## config.mk

```make
export PLATFORM = sky130hd
export DESIGN_NAME = efa_crc_unit
export DESIGN_NICKNAME = d
export VERILOG_FILES = /design/src/rtl/efa_pkg.sv /design/src/rtl/efa_crc_unit.sv
export SDC_FILE = /design/constraint.sdc
export NUM_CORES = 1
export LEC_CHECK = 0
export ABC_CLOCK_PERIOD_IN_PS = 3900
export BUFFER_PORTS_ARGS = -buffer_cell sky130_fd_sc_hd__buf_2
export CAP_MARGIN = 20
export CORE_MARGIN = 1
export CORE_UTILIZATION = 55
export DETAILED_ROUTE_END_ITERATION = 10
export PLACE_DENSITY_LB_ADDON = 0.15
export SYNTH_ARGS = -nofsm -noshare
export SYNTH_HDL_FRONTEND = slang
export SYNTH_SLANG_ARGS = --single-unit
export TNS_END_PERCENT = 5
```

## constraint.sdc

```tcl
create_clock -name clock -period 3.9 [get_ports clock]
set_clock_uncertainty 0.1 [all_clocks]
set_input_delay 0.39 -clock clock [delete_from_list [all_inputs] [get_ports clock]]
set_output_delay 0.39 -clock clock [all_outputs]
set_load 0.005 [all_outputs]
```

## src/rtl/efa_pkg.sv

```systemverilog
// Shared constants, types and the check table function of the EAPOL frame assembler.
`default_nettype none
package efa_pkg;

   localparam int MIN_FRAME_BYTES = 60;
   localparam int COUNT_WIDTH     = $clog2(MIN_FRAME_BYTES + 1);
   localparam int ADDR_WIDTH      = 48;
   localparam int ADDR_BYTES      = 6;
   localparam int HEADER_BYTES    = 2 * ADDR_BYTES;
   localparam int CSR_INDEX_WIDTH = 2;

   localparam logic [CSR_INDEX_WIDTH-1:0] CSR_DEST_ADDRESS   = 2'd0;
   localparam logic [CSR_INDEX_WIDTH-1:0] CSR_SOURCE_ADDRESS = 2'd1;

   localparam logic [ADDR_WIDTH-1:0] DEFAULT_GROUP_ADDR = 48'h0180_C200_0003;
   localparam logic [31:0]           CRC_POLY_REFLECTED = 32'hEDB8_8320;

   // One byte step from the sequencer toward the check unit.
   typedef struct packed {
      logic       step;
      logic       eof;
      logic [7:0] frame_byte;
   } crc_cmd_type;

   // Current configuration as seen by the sequencer.
   typedef struct packed {
      logic [ADDR_WIDTH-1:0] dest_address;
      logic [ADDR_WIDTH-1:0] source_address;
   } cfg_type;

   // Reflected table entry, a pure XOR network over the eight input bits.
   function automatic logic [31:0] crc_table_entry(input logic [7:0] t);
      logic [31:0] v;
      v = {24'd0, t};
      for (int k = 0; k < 8; k++) begin
         v = v[0] ? ((v >> 1) ^ CRC_POLY_REFLECTED) : (v >> 1);
      end
      return v;
   endfunction

endpackage
`default_nettype wire

```

## src/rtl/efa_crc_unit.sv

```systemverilog
// Shared check unit: one table step of the 32-bit check register per emitted byte.
`default_nettype none
module efa_crc_unit
   import efa_pkg::*;
(
   input  wire logic        clock,
   input  wire logic        reset,
   input  wire crc_cmd_type cmd,
   output logic [31:0]      crc_next
);

   logic [31:0] crc_ff, crc_in;

   assign crc_next = {crc_ff[23:0], cmd.frame_byte} ^ crc_table_entry(crc_ff[31:24]);

   always_comb begin
      crc_in = crc_ff;
      if (cmd.step) begin
         // The register restarts from zero once the frame's last byte is counted.
         crc_in = cmd.eof ? 32'd0 : crc_next;
      end
   end

   always_ff @(posedge clock) begin
      if (reset) begin
         crc_ff <= '0;
      end else begin
         crc_ff <= crc_in;
      end
   end

endmodule
`default_nettype wire

```

==> results of run 1 <==
cells by family (layout without fill, tap and decap cells):
group | count (synthesis) | count (layout) | synth area share (%)
buffers and inverters | 22 | 58 | 5.464
xor gates and xnor gates | 64 | 64 | 40.87
AOI/OAI and AO/OA | 33 | 33 | 8.537
DFF | 32 | 32 | 29.14
and+or+nand+nor | 66 | 66 | 15.99
placed cells by master (no fill, tap or decap), types with 2 or more instances in the layout:
cell type   n
a21oi_1    24
a2bb2oi_1   4
a31oi_1     3
buf_2      43
buf_4       2
clkbuf_1    2
clkbuf_8    6
dfxtp_1    32
inv_1       4
nand2b_1    5
nand3b_1    5
nor2_1     27
nor2b_1    22
or3_1       3
xnor2_1    28
xnor2_4     3
xnor3_1    11
xnor3_2     4
xor2_1     13
xor3_1      3
tightest hold or removal path, cell delays in order:
cell and delay [ns]:
buf_2 0.08, xor2_1 0.07, a21oi_1 0.12, nor2_1 0.04
worst paths after layout:
check | slack [ns] | to | start | depth (start not counted)
max | 1.29 | crc_next[25] | crc_ff[24] | 3
min | 0.37 | crc_ff[0] | cmd[0] | 4
max reg2reg | 1.71 | crc_ff[28] | crc_ff[24] | 4
min reg2reg | 0.38 | crc_ff[21] | crc_ff[21] | 2
metal layers:
metal,up-vias,global-route usage (%)
met4,0,5.163
met2,39,36.47
li1,780,-
met3,4,5.035
met5,-,0
met1,738,33.00
power groups by stage:
| stage | Clock, W | Sequential, W | Combinational, W |
|---|---|---|---|
| floorplan | 0 | 0.000376 | 0.000454 |
| global placement | 0 | 0.000412 | 0.000607 |
| detailed placement | 0 | 0.000413 | 0.000612 |
| CTS | 0.000266 | 0.000406 | 0.000616 |
| global route | 0.000283 | 0.000411 | 0.000660 |
| finish | 0.000260 | 0.000406 | 0.000609 |
per-stage QoR:
stage	cell area, um2	hold WS [ns]	setup WS [ns]
floorplan	2198	0.3466	2.041
global placement	2387	0.3624	1.634
detailed placement	2387	0.3788	1.593
CTS	2477	0.3630	1.278
global route	2477	0.3826	1.169
finish	2477	0.3664	1.289
final cells by class:
cell class              count  area, um2  share of cell area [%]
flip-flops and latches     32      640.6                   25.86
repair buffers             45      230.2                   9.293
clock buffers               8      90.09                   3.636
inverters                   5      18.77                  0.7576
multi-input cells         163       1438                   58.03
well taps                  48      60.06                   2.424
==> results.toml, run 1 <==
[outcome]
status = "finished clean"

[pwr]
clkPwrFrac_pct = 20.4
leakage_nw = 1.168
p_int_w = 0.0008480
seqPwrFrac_pct = 31.8
total_power_w = 0.001274
power_frac_comb_pct = 47.8
p_sw_share_pct = 33.46
ir_drop_mv = 0.3474
p_per_area_nw_per_um2 = 514.4
net-switching-power_w = 0.0004264

[synth]
synth-main-ff-cell = "dfxtp_1"
async_flop_share_pct = 0
synth-seq-cells = 32
ys_top_cells_by_count = "32 x dfxtp_1, 28 x xnor2_1, 27 x nor2_1"
synth_cell_type_count = 31
ys_warn_count = 0
ys_seq_area_share_pct = 29.14
synthCells = 217
syn_area_um2 = 2198
yosysTopAreaCell = "dfxtp_1"
synth_top_cell_area_share_pct = 29.14
synth_edf_count = 0
synth.avg_cell_area_um2 = 10.13
synth.area.top_cells = "dfxtp_1 29%, xnor3_1 11%, xnor2_1 11%"
yosysMostFrequentCell = "dfxtp_1"
synth_nets = 229

[worst_setup_path]
worstPathArrival_ns = 2.12
cpMostUsedCell = "xnor3_1"
cp_cell_sequence = "xnor3_1 > xnor3_1 > buf_2"
path_class = "register to output pin"
start_kind = "register"
slowest_stage = "dfxtp_1"
required_ns = 3.41
path_delay_family = "XOR/XNOR gates"
cp_max_fo = 11
end_kind = "output pin"
crit_buf_inv = 1
cpPeakStageDelay_ns = 0.71

[sta]
final-hold-violation-count = 0
tns_ns = 0
period_minus_slack_ns = 2.611
worst_pin_slew_ns = 0.7361
rsz0062_at_grt = "false"
setup-violations-final = 0
drv_slew = 0
max_freq_mhz = 382.9
relSlewSlack_pct = 50.86
finalCritPeriodShare_pct = 66.96

[floorplan]
die_width_um = 65.22
io_pins = 44
die-area_um2 = 4254
fp-row-count = 22
start_util_pct = 58.72
core_um2 = 3744
die_h_um = 65.22

[detailed_routing]
ant_nets = 0
top_layer = "met4"
first_pass_iters = 4
drtIter0Drc = 76
wl_met3_um = 197
via_per_inst = 5.186
wl_met1_um = 2222
wl_per_cell_um = 15.19
via_count = 1561
drc = 0
met2_length_um = 2115
drt-total-wl_um = 4572

[finish]
nets = 264
largest_reg_flops = 32
nFillCells = 322
reg_top3 = "crc_ff: 32 flops"
layout-drive-gt1-share_pct = 24.11
stdcell_count = 301
area_growth_syn_to_layout_pct = 12.69
diodes = 0
top_register = "crc_ff"
utilization_pct = 66.18

[placement]
place_inst = 293
place_congestion = 0.7830
hpwl_um = 3179
portBuffers = 43

[clock_tree]
cts_tree = "yes"
htreeDepth = 2
cts.sinks = 32
hold_buffers = 0
clk_path_buf_depth = 2
postCtsSetupBuffers = 0
cts_buffers = 5
clk_latency_ns = 0.28
cts-root-buf = "clkbuf_8"
cts.repair.resized = 0
clkTransAtPathRegs_ns = 0.07

[global_routing]
grt_max_degree = 37
grt_pass1_wl_um = 7431
grt_usage_pct = 23.36
overflow = 0
antenna_found_initial = 0
grt_pass1_vias = 1458

[worst_hold_path]
hold_path.class = "primary input to register"

[run]
maxCapViolations = 0
Note: power is estimated with default switching activity, not from simulation.
==> inputs of run 2 (changes only) <==
- ABC_AREA: default -> 1
- ABC_CLOCK_PERIOD_IN_PS: 3900 -> 2330
- CORE_UTILIZATION: 55 -> 50
- clock period: 3.9 -> 2.33 ns (I/O delays scaled with it)
==> run 2 against run 1 <==
- count of clock-buffer cells in the layout is 2 lower
- non-clock buffer count is 4 higher
- highest routed layer unchanged
- combinational power is 55% higher
- clock power is 100% higher
- die area is 14% higher
- largest power group unchanged
- power is 65% higher
- global-route usage is 0.60 points higher
==> results.toml, run 2 <==
[synth]
async_flop_share_pct = 0
synth.area.top_cells = "dfxtp_1 28%, nand2_1 19%, xor2_1 9.6%"
ys_warn_count = 0
synth_compound_area_share_pct = 7.158
synth_nets = 330
synth_top_family_by_area = "simple AND/OR/NAND/NOR gates"
synthXorXnorAreaFrac_pct = 23.01
synthMuxAreaShare_pct = 0
yosysMostFrequentCell = "nand2_1"
synth_cell_type_count = 22
synthCells = 318
synth-main-ff-cell = "dfxtp_1"
syn_area_um2 = 2290
synth_fa_ha_area_share_pct = 0
synth_edf_count = 0
ys_top_cells_by_count = "115 x nand2_1, 32 x dfxtp_1, 31 x a21oi_1"
yosysTopAreaCell = "dfxtp_1"
synth.avg_cell_area_um2 = 7.200
synth_top_cell_area_share_pct = 27.98
synth-seq-cells = 32
ys_seq_area_share_pct = 27.98
yosys.area_share.simple_pct = 34.10

[sta]
worst_pin_slew_ns = 0.6375
final-hold-violation-count = 0
relSlewSlack_pct = 57.50
tns_ns = 0
setup-violations-final = 0
finalCritPeriodShare_pct = 92.38
max_freq_mhz = 464.6
setup_slack_ns = 0.1777
period_minus_slack_ns = 2.152
drv_slew = 0
timing.hold.ws_ns = 0.1661
rsz0062_at_grt = "false"

[placement]
portBuffers = 43
preCtsSetupSlack_ns = 0.4967
hpwl_um = 4022
place_inst = 404
place_congestion = 0.8821
placedInstanceArea_um2 = 2522

[worst_hold_path]
hold_path.class = "primary input to register"
hold_path.startpoint = "cmd[4]"

[worst_setup_path]
required_ns = 2.00
cp_max_fo = 8
worstPathArrival_ns = 1.82
worstReg2RegStart = "crc_ff[25]"
end_kind = "output pin"
start_kind = "register"
crit_path_start = "crc_ff[25]"
path_class = "register to output pin"

[clock_tree]
clkTransAtPathRegs_ns = 0.07
clk_latency_ns = 0.28
htreeDepth = 2
cts_buffers = 5
postCtsSetupBuffers = 0
cts_tree = "yes"
cts-root-buf = "clkbuf_8"
cts.repair.resized = 0
cts.sinks = 32
clk_path_buf_depth = 2
hold_buffers = 0

[global_routing]
grt_pass1_wl_um = 9232
overflow = 0
grt_max_degree = 33
grt_usage_pct = 23.96
grt_pass1_vias = 2008
antenna_found_initial = 0

[pwr]
leakage_nw = 1.239
ir_drop_mv = 0.3415
p_per_area_nw_per_um2 = 799.7

[finish]
largest_reg_flops = 32
layout-drive-gt1-share_pct = 28.33
diodes = 0
final_common_cell = "nand2_1"
final_area_um2 = 2630
top_register = "crc_ff"
reg_top3 = "crc_ff: 32 flops"
area_growth_syn_to_layout_pct = 14.86
final_cell_mix = "115 x nand2_1, 43 x buf_2, 32 x dfxtp_1"
nets = 371
stdcell_count = 412

[floorplan]
io_pins = 44
die_width_um = 69.67
die_h_um = 69.67
die-area_um2 = 4854
start_util_pct = 52.23
fp-row-count = 24
core_um2 = 4384

[detailed_routing]
drc = 0
via_count = 2097
drt-total-wl_um = 5478
drtIter0Drc = 97
via_per_inst = 5.090
ant_nets = 0
wl_per_cell_um = 13.30
first_pass_iters = 4

[outcome]
status = "finished clean"

[run]
maxCapViolations = 0
==> run 2: cell count changes after synthesis, moves of 12 or more <==
cell	previous run	this run
inv_1	4	18
xor2_1	13	25
nor2b_1	22	0
nand2_1	0	115
xnor2_1	28	11
nand3_1	1	17
nand2_2	0	19
nor2_1	27	1
==> run 2: per-stage QoR <==
step	power, W	util (%)
final	0.002103	59.99
after global routing	0.002252	59.99
after CTS	0.002125	59.99
after detailed placement	0.001588	57.53
after global placement	0.001575	57.53
after floorplan	0.001282	-
==> run 2: per-layer routing <==
layer  part of all wire [%]  GRT usage [%]
met1                     46          30.18
met2                     48          41.32
met3                    3.9          4.215
met4                    1.6          8.000
met5                      0              0
==> run 2: area by class of cell <==
type                    count  area, um2
clock buffers               6      72.57
clock inverters             2      35.03
fillers                   454       1754
inverters                  22      82.58
multi-input cells         249       1474
flip-flops and latches     32      640.6
well taps                  52      65.06
repair buffers             49      260.3
==> run 2: path summary, 6_finish.rpt <==
check	depth (start not counted)	slack, ns	to
setup / recovery	9	0.18	crc_next[23]
hold / removal	4	0.17	crc_ff[4]
setup reg to reg	8	0.62	crc_ff[23]
hold reg to reg	2	0.38	crc_ff[4]
==> run 2: kinds of logic after synthesis <==
logic type,after synthesis
AND/OR/NAND/NOR,168
buffers and inverters,37
AO/OA/AOI/OAI,32
flip-flops,32
XOR/XNOR,49
==> run 2: where the power goes <==
group / switching, W / leakage, nW / internal (W)
clock network: 0.000212 / 0.0552 / 0.000317
logic: 0.000530 / 0.925 / 0.000414
registers: 0.0000455 / 0.259 / 0.000585
total: 0.000787 / 1.24 / 0.00132
==> run 2: worst max-delay path, stage by stage (launching register included) <==
cell     delay (ns)
dfxtp_1        0.56
inv_2          0.10
nand2_2        0.09
nand2_4        0.13
nand2_2        0.11
nand2_4        0.09
nand2_1        0.10
nand3_1        0.08
and2_1         0.15
buf_2          0.12
