## src/rtl/efa_pkg.sv

```systemverilog
// Shared constants, types and the check table function of the EAPOL frame assembler.
`default_nettype none
package efa_pkg;

   localparam int MIN_FRAME_BYTES = 60;
   localparam int COUNT_WIDTH     = $clog2(MIN_FRAME_BYTES + 1);
   localparam int ADDR_WIDTH      = 48;
   localparam int ADDR_BYTES      = 6;
   localparam int HEADER_BYTES    = 2 * ADDR_BYTES;
   localparam int CSR_INDEX_WIDTH = 2;

   localparam logic [CSR_INDEX_WIDTH-1:0] CSR_DEST_ADDRESS   = 2'd0;
   localparam logic [CSR_INDEX_WIDTH-1:0] CSR_SOURCE_ADDRESS = 2'd1;

   localparam logic [ADDR_WIDTH-1:0] DEFAULT_GROUP_ADDR = 48'h0180_C200_0003;
   localparam logic [31:0]           CRC_POLY_REFLECTED = 32'hEDB8_8320;

   // One byte step from the sequencer toward the check unit.
   typedef struct packed {
      logic       step;
      logic       eof;
      logic [7:0] frame_byte;
   } crc_cmd_type;

   // Current configuration as seen by the sequencer.
   typedef struct packed {
      logic [ADDR_WIDTH-1:0] dest_address;
      logic [ADDR_WIDTH-1:0] source_address;
   } cfg_type;

   // Reflected table entry, a pure XOR network over the eight input bits.
   function automatic logic [31:0] crc_table_entry(input logic [7:0] t);
      logic [31:0] v;
      v = {24'd0, t};
      for (int k = 0; k < 8; k++) begin
         v = v[0] ? ((v >> 1) ^ CRC_POLY_REFLECTED) : (v >> 1);
      end
      return v;
   endfunction

endpackage
`default_nettype wire

```

## src/rtl/efa_req_if.sv

```systemverilog
// Input channel carrying body bytes and the last flag.
`default_nettype none
interface efa_req_if;
   logic       valid;
   logic       ready;
   logic [7:0] body_byte;
   logic       last_byte;

   modport source (output valid, output body_byte, output last_byte, input ready);
   modport sink   (input valid, input body_byte, input last_byte, output ready);
endinterface
`default_nettype wire

```

## src/rtl/efa_rsp_if.sv

```systemverilog
// Result channel carrying frame bytes, the end flag and the check value.
`default_nettype none
interface efa_rsp_if;
   logic        valid;
   logic        ready;
   logic [7:0]  frame_byte;
   logic        end_of_frame;
   logic [31:0] check_value;

   modport source (output valid, output frame_byte, output end_of_frame,
                   output check_value, input ready);
   modport sink   (input valid, input frame_byte, input end_of_frame,
                   input check_value, output ready);
endinterface
`default_nettype wire

```

## src/rtl/efa_sequencer.sv

```systemverilog
// Byte sequencer: header, body byte and padding, with the output register.
`default_nettype none
module efa_sequencer
   import efa_pkg::*;
(
   input  wire logic        clock,
   input  wire logic        reset,
   efa_req_if.sink          req_ch,
   efa_rsp_if.source        rsp_ch,
   input  wire cfg_type     cfg,
   output crc_cmd_type      crc_cmd,
   input  wire logic [31:0] crc_next
);

   typedef enum logic [3:0] {
      S_IDLE   = 4'b0001,
      S_HEADER = 4'b0010,
      S_BODY   = 4'b0100,
      S_PAD    = 4'b1000
   } state_type;

   localparam logic [COUNT_WIDTH-1:0] MIN_COUNT  = COUNT_WIDTH'(MIN_FRAME_BYTES);
   localparam logic [COUNT_WIDTH-1:0] HDR_LAST   = COUNT_WIDTH'(HEADER_BYTES - 1);
   localparam int                     HDR_WIDTH  = 2 * ADDR_WIDTH;

   state_type              state_ff, state_in;
   logic [COUNT_WIDTH-1:0] count_ff, count_in;
   logic [HDR_WIDTH-1:0]   hdr_ff, hdr_in;
   logic [7:0]             body_ff, body_in;
   logic                   last_ff, last_in;
   logic                   out_valid_ff, out_valid_in;
   logic [7:0]             out_byte_ff, out_byte_in;
   logic                   out_eof_ff, out_eof_in;
   logic [31:0]            out_check_ff, out_check_in;

   logic                   advance;
   logic                   accept;
   logic                   emit;
   logic                   emit_eof;
   logic [7:0]             emit_byte;
   logic [COUNT_WIDTH-1:0] count_inc;
   logic [ADDR_WIDTH-1:0]  dest_sel;

   assign advance   = !out_valid_ff || rsp_ch.ready;
   assign accept    = req_ch.valid && req_ch.ready;
   assign count_inc = (count_ff < MIN_COUNT) ? count_ff + 1'b1 : count_ff;
   assign dest_sel  = (cfg.dest_address == '0) ? DEFAULT_GROUP_ADDR : cfg.dest_address;

   assign req_ch.ready = (state_ff == S_IDLE);

   always_comb begin
      state_in  = state_ff;
      count_in  = count_ff;
      hdr_in    = hdr_ff;
      body_in   = body_ff;
      last_in   = last_ff;
      emit      = 1'b0;
      emit_eof  = 1'b0;
      emit_byte = 8'd0;
      unique case (state_ff)
         S_IDLE: begin
            if (accept) begin
               body_in = req_ch.body_byte;
               last_in = req_ch.last_byte;
               // The addresses are sampled only when a new frame starts.
               if (count_ff == '0) begin
                  hdr_in   = {dest_sel, cfg.source_address};
                  state_in = S_HEADER;
               end else begin
                  state_in = S_BODY;
               end
            end
         end
         S_HEADER: begin
            if (advance) begin
               emit      = 1'b1;
               emit_byte = hdr_ff[HDR_WIDTH-1 -: 8];
               hdr_in    = {hdr_ff[HDR_WIDTH-9:0], 8'd0};
               count_in  = count_inc;
               if (count_ff == HDR_LAST) begin
                  state_in = S_BODY;
               end
            end
         end
         S_BODY: begin
            if (advance) begin
               emit      = 1'b1;
               emit_byte = body_ff;
               count_in  = count_inc;
               if (last_ff) begin
                  if (count_inc >= MIN_COUNT) begin
                     emit_eof = 1'b1;
                     count_in = '0;
                     state_in = S_IDLE;
                  end else begin
                     state_in = S_PAD;
                  end
               end else begin
                  state_in = S_IDLE;
               end
            end
         end
         S_PAD: begin
            if (advance) begin
               emit      = 1'b1;
               emit_byte = 8'd0;
               count_in  = count_inc;
               if (count_inc >= MIN_COUNT) begin
                  emit_eof = 1'b1;
                  count_in = '0;
                  state_in = S_IDLE;
               end
            end
         end
         default: begin
            state_in = S_IDLE;
         end
      endcase
   end

   always_comb begin
      out_valid_in = out_valid_ff && !rsp_ch.ready;
      out_byte_in  = out_byte_ff;
      out_eof_in   = out_eof_ff;
      out_check_in = out_check_ff;
      if (emit) begin
         out_valid_in = 1'b1;
         out_byte_in  = emit_byte;
         out_eof_in   = emit_eof;
         out_check_in = emit_eof ? crc_next : 32'd0;
      end
   end

   assign crc_cmd.step       = emit;
   assign crc_cmd.eof        = emit_eof;
   assign crc_cmd.frame_byte = emit_byte;

   always_ff @(posedge clock) begin
      if (reset) begin
         state_ff     <= S_IDLE;
         count_ff     <= '0;
         out_valid_ff <= 1'b0;
      end else begin
         state_ff     <= state_in;
         count_ff     <= count_in;
         out_valid_ff <= out_valid_in;
      end
   end

   always_ff @(posedge clock) begin
      hdr_ff       <= hdr_in;
      body_ff      <= body_in;
      last_ff      <= last_in;
      out_byte_ff  <= out_byte_in;
      out_eof_ff   <= out_eof_in;
      out_check_ff <= out_check_in;
   end

   assign rsp_ch.valid        = out_valid_ff;
   assign rsp_ch.frame_byte   = out_byte_ff;
   assign rsp_ch.end_of_frame = out_eof_ff;
   assign rsp_ch.check_value  = out_check_ff;

   // A frame end always leaves the byte count cleared for the next header.
   a_eof_clears_count: assert property (@(posedge clock) disable iff (reset)
      emit_eof |=> count_ff == '0)
      else $error("byte count not cleared after frame end");

   // Padding is only entered for a frame whose last body byte has been taken.
   a_pad_after_last: assert property (@(posedge clock) disable iff (reset)
      state_ff == S_PAD |-> last_ff)
      else $error("padding without a last body byte");

   // The header never runs past its twelve address bytes.
   a_header_bound: assert property (@(posedge clock) disable iff (reset)
      state_ff == S_HEADER |-> count_ff <= HDR_LAST)
      else $error("header byte index out of range");

   // Only the frame's final byte carries a check value.
   a_check_only_at_eof: assert property (@(posedge clock) disable iff (reset)
      out_valid_ff && !out_eof_ff |-> out_check_ff == 32'd0)
      else $error("check value on a byte that does not end the frame");

endmodule
`default_nettype wire

```

## src/flat_wrapper.sv

```systemverilog
// flat-port wrapper written by rule: the top's interface ports become plain ports
module efa_sequencer_flat import efa_pkg::*;
  (clock, reset, cfg, crc_cmd, crc_next, req_ch_valid, req_ch_body_byte, req_ch_last_byte, req_ch_ready, rsp_ch_valid, rsp_ch_frame_byte, rsp_ch_end_of_frame, rsp_ch_check_value, rsp_ch_ready);
  efa_req_if req_ch_i ();
  efa_rsp_if rsp_ch_i ();
  input  wire logic clock;
  input  wire logic reset;
  input  wire cfg_type cfg;
  output crc_cmd_type crc_cmd;
  input  wire logic [31:0] crc_next;
  input wire logic [$bits(req_ch_i.valid)-1:0] req_ch_valid;
  input wire logic [$bits(req_ch_i.body_byte)-1:0] req_ch_body_byte;
  input wire logic [$bits(req_ch_i.last_byte)-1:0] req_ch_last_byte;
  output wire logic [$bits(req_ch_i.ready)-1:0] req_ch_ready;
  output wire logic [$bits(rsp_ch_i.valid)-1:0] rsp_ch_valid;
  output wire logic [$bits(rsp_ch_i.frame_byte)-1:0] rsp_ch_frame_byte;
  output wire logic [$bits(rsp_ch_i.end_of_frame)-1:0] rsp_ch_end_of_frame;
  output wire logic [$bits(rsp_ch_i.check_value)-1:0] rsp_ch_check_value;
  input wire logic [$bits(rsp_ch_i.ready)-1:0] rsp_ch_ready;
  assign req_ch_i.valid = req_ch_valid;
  assign req_ch_i.body_byte = req_ch_body_byte;
  assign req_ch_i.last_byte = req_ch_last_byte;
  assign req_ch_ready = req_ch_i.ready;
  assign rsp_ch_valid = rsp_ch_i.valid;
  assign rsp_ch_frame_byte = rsp_ch_i.frame_byte;
  assign rsp_ch_end_of_frame = rsp_ch_i.end_of_frame;
  assign rsp_ch_check_value = rsp_ch_i.check_value;
  assign rsp_ch_i.ready = rsp_ch_ready;
  efa_sequencer u_core (.clock(clock), .reset(reset), .req_ch(req_ch_i), .rsp_ch(rsp_ch_i), .cfg(cfg), .crc_cmd(crc_cmd), .crc_next(crc_next));
endmodule
```

## config.mk

```make
export PLATFORM = sky130hd
export DESIGN_NAME = efa_sequencer_flat
export DESIGN_NICKNAME = d
export VERILOG_FILES = /design/src/rtl/efa_pkg.sv /design/src/rtl/efa_req_if.sv /design/src/rtl/efa_rsp_if.sv /design/src/rtl/efa_sequencer.sv /design/src/flat_wrapper.sv
export SDC_FILE = /design/constraint.sdc
export NUM_CORES = 1
export LEC_CHECK = 0
export ABC_AREA = 1
export ABC_CLOCK_PERIOD_IN_PS = 14400
export CAP_MARGIN = 30
export CORE_ASPECT_RATIO = 1.25
export CORE_MARGIN = 3
export CORE_UTILIZATION = 40
export DETAILED_ROUTE_END_ITERATION = 12
export DONT_BUFFER_PORTS = 1
export PLACE_DENSITY = 0.66
export SLEW_MARGIN = 20
export SYNTH_ARGS = -nofsm -noshare
export SYNTH_HDL_FRONTEND = slang
export SYNTH_SLANG_ARGS = --single-unit
```

## constraint.sdc

```tcl
create_clock -name clock -period 14.4 [get_ports clock]
set_input_delay 0 -clock clock [delete_from_list [all_inputs] [get_ports clock]]
set_output_delay 0 -clock clock [all_outputs]
set_load 0.02 [all_outputs]
```

==> flow_summary.yaml <==
die:
  fp.dieH_microns: 152
  die_width_microns: 123
  io_pins: 194
  rows: 52
  core_sq_um: 16500
  dieArea_sq_um: 18800
  start_util_pct: 41.5
worst_hold_path:
  holdPathStages: 1
  hp-class: "input port to flip-flop"
  hp-start: "req_ch_body_byte[5]"
  hold_end: "u_core.body_ff[5]"
grt:
  top_usage_layer: "met2"
  grt_pass1_wl_microns: 27100
  grt_max_degree: 102
  gr-usage-met3_pct: 6.42
  grt_pass1_vias: 5266
  antenna_found_initial: 0
  grt_overflow: 0
  grt_usage_pct: 18.8
  grtUsageMet2_pct: 33.3
  use_met1_pct: 21.4
sta:
  setup_ws_ps: 11310
  finalSetupViolCount: 0
  fmaxAchievable_ghz: 0.324
  drv_slew: 0
  layout_min_cycle_time_ps: 3090
  hold_violations: 0
  finalClockSkew_ps: 8.39
  min_period_over_period_pct: 21.4
  rsz0062_at_grt: "false"
  tns_ps: 0
  slew_headroom_pct: 35.5
  worstMarginPinSlew_ps: 964
critical_path:
  r2r_cells: 8
  ff2ff_setup_slack_ps: 11310
  r2r-end: "u_core.count_ff[2]"
  crit_family: "buffers and inverters"
  crit_fanout: 96
  cpMostUsedCell: "nand2_1"
  crit_path_start: "u_core.state_ff[3]"
  path_buf_inv: 3
  crit_arrival_ps: 3360
  reg2reg_from: "u_core.state_ff[3]"
  crit_path_cell_trace: "inv_1 -> nand4_1 -> buf_4 -> nand2_1 -> nand2_1 -> clkinv_2 -> o21ai_0 -> a21oi_1"
  crit_path_max_incr_delay_ps: 750
  critPathCaptureType: "flip-flop"
  critPathKind: "flip-flop to flip-flop"
  cp-start-kind: "flip-flop"
  crit_required_ps: 14670
  crit_path_top_delay_cell: "buf_4"
routing:
  drt_wl_total_microns: 17900
  vias: 5163
  drc: 0
  vias_per_cell: 4.87
  firstDrtPassIters: 5
  drt-initial-drc-count: 443
  ant_nets: 0
  avgRoutedWirePerCell_microns: 16.9
placed_design:
  gp_congestion: 0.806
  place_hpwl_microns: 10500
  preCtsSetupSlack_ps: 11420
  port_buffers: 0
yosys:
  syn-num-nets: 838
  ys_types: 34
  synth_seq_cells: 157
  synth_edf_count: 146
  postSynthCellCount: 695
  ys_seq_area_share_pct: 67.2
  synth_area_sq_um: 6860
  ys_async_sr_fraction_pct: 0
  synth_area_per_cell_sq_um: 9.87
  yosys_most_used_dff: "edfxtp_1"
  yosys_warnings: 0
layout:
  num_antenna_cells: 0
  layout-drive-gt1-share_pct: 7.46
  syn_to_final_growth_pct: 32.2
  fin_nets: 975
  final.fill_count: 1356
  mostFrequentLayoutCells: "nand2_1, edfxtp_1, dlygate4sd3_1"
  final_util_pct: 54.9
  final_common_cell: "nand2_1"
pwr:
  p_leak_uw: 0.00379
  ir_drop_v: 0.000128
  p_per_area_nw_per_um2: 184
clock_tree:
  h-tree-depth: 4
  clkTransAtPathRegs_ps: 70
  cts_root_buf: "clkbuf_16"
  clk_path_buf_depth: 2
  cts.repair.resized: 0
  clk_latency_ps: 420
  cts_buffers: 17
  cts_tree: "done"
  clock-sinks: 157
flow_run:
  drv_cap: 0
outcome:
  status: "completed"
==> metal layers <==
metal / wire length [microns] / vias up
li1: - / 2494
met1: 6490 / 2365
met2: 9270 / 280
met3: 1830 / 24
met4: 289 / 0
met5: 0 / -
==> worst max path at each step <==
stage / end / slack, ps / cells after the start
finish: u_core.count_ff[2] / 11310 / 8
global placement: u_core.hdr_ff[0] / 11470 / 6
CTS: u_core.count_ff[2] / 11310 / 8
global route: u_core.count_ff[2] / 11010 / 8
detailed placement: u_core.hdr_ff[0] / 11420 / 6
floorplan: u_core.hdr_ff[0] / 5660 / 5
==> state kept, by name, summed over array words and instances (netlist names) <==
register	count
u_core.rsp_ch.end_of_frame	1
u_core.body_ff	8
u_core.rsp_ch.frame_byte	8
u_core.rsp_ch.valid	1
u_core.hdr_ff	96
u_core.last_ff	1
u_core.rsp_ch.check_value	32
u_core.count_ff	6
u_core.state_ff	4
==> where the power goes <==
group          internal [uW]  leakage (uW)  switching, uW
Combinational           87.8       0.00201            252
Clock                    265      0.000301            202
Sequential               777       0.00147           87.2
==> Yosys cell counts (3+ instances only) <==
cell / instances / area (sq um)
dfxtp_1: 11 / 220
buf_2: 10 / 50.1
inv_1: 66 / 248
nand2_1: 299 / 1120
clkbuf_1: 10 / 37.5
nand3_1: 10 / 50.1
nor2_1: 71 / 267
nor4_1: 6 / 37.5
a21oi_1: 15 / 75.1
a31oi_1: 5 / 31.3
buf_6: 3 / 33.8
edfxtp_1: 146 / 4380
nor2_2: 11 / 68.8
o21ai_0: 4 / 20.0
==> area by class of cell <==
cell class | count | area (sq um) | share of cell area (%)
Clock inverter | 15 | 195 | 2.15
Tap cell | 216 | 270 | 2.98
Multi-Input combinational cell | 442 | 1850 | 20.4
Clock buffer | 17 | 425 | 4.69
Timing Repair Buffer | 145 | 1460 | 16.1
Sequential cell | 157 | 4600 | 50.8
Inverter | 69 | 260 | 2.87
==> per-stage QoR <==
| stage | power (uW) | area, sq um | cells | hold WS, ps |
|---|---|---|---|---|
| floorplan | 1130 | 6860 | 695 | 69.4 |
| global placement | 1160 | 7020 | 888 | 74.6 |
| detailed placement | 1170 | 7020 | 888 | 75.7 |
| CTS | 1670 | 9040 | 1060 | 195 |
| global route | 1760 | 9070 | 1061 | 181 |
| finish | 1670 | 9070 | 1061 | 202 |
==> what timing repair did <==
action,4_1_cts,5_1_grt
endpoints found under the hold margin,148,0
buffers inserted,0,0
hold buffers,140,0
endpoints found under the setup margin,0,0
==> kinds of logic after synthesis <==
family	share of synthesized area, %
AOI/OAI and AO/OA	2.26
and+or+nand+nor	24.2
xor gates and xnor gates	0.128
DFF	67.2
buffers and inverters	5.89
adders and majority gates	0.365
Power figures use the tool's default switching activity.
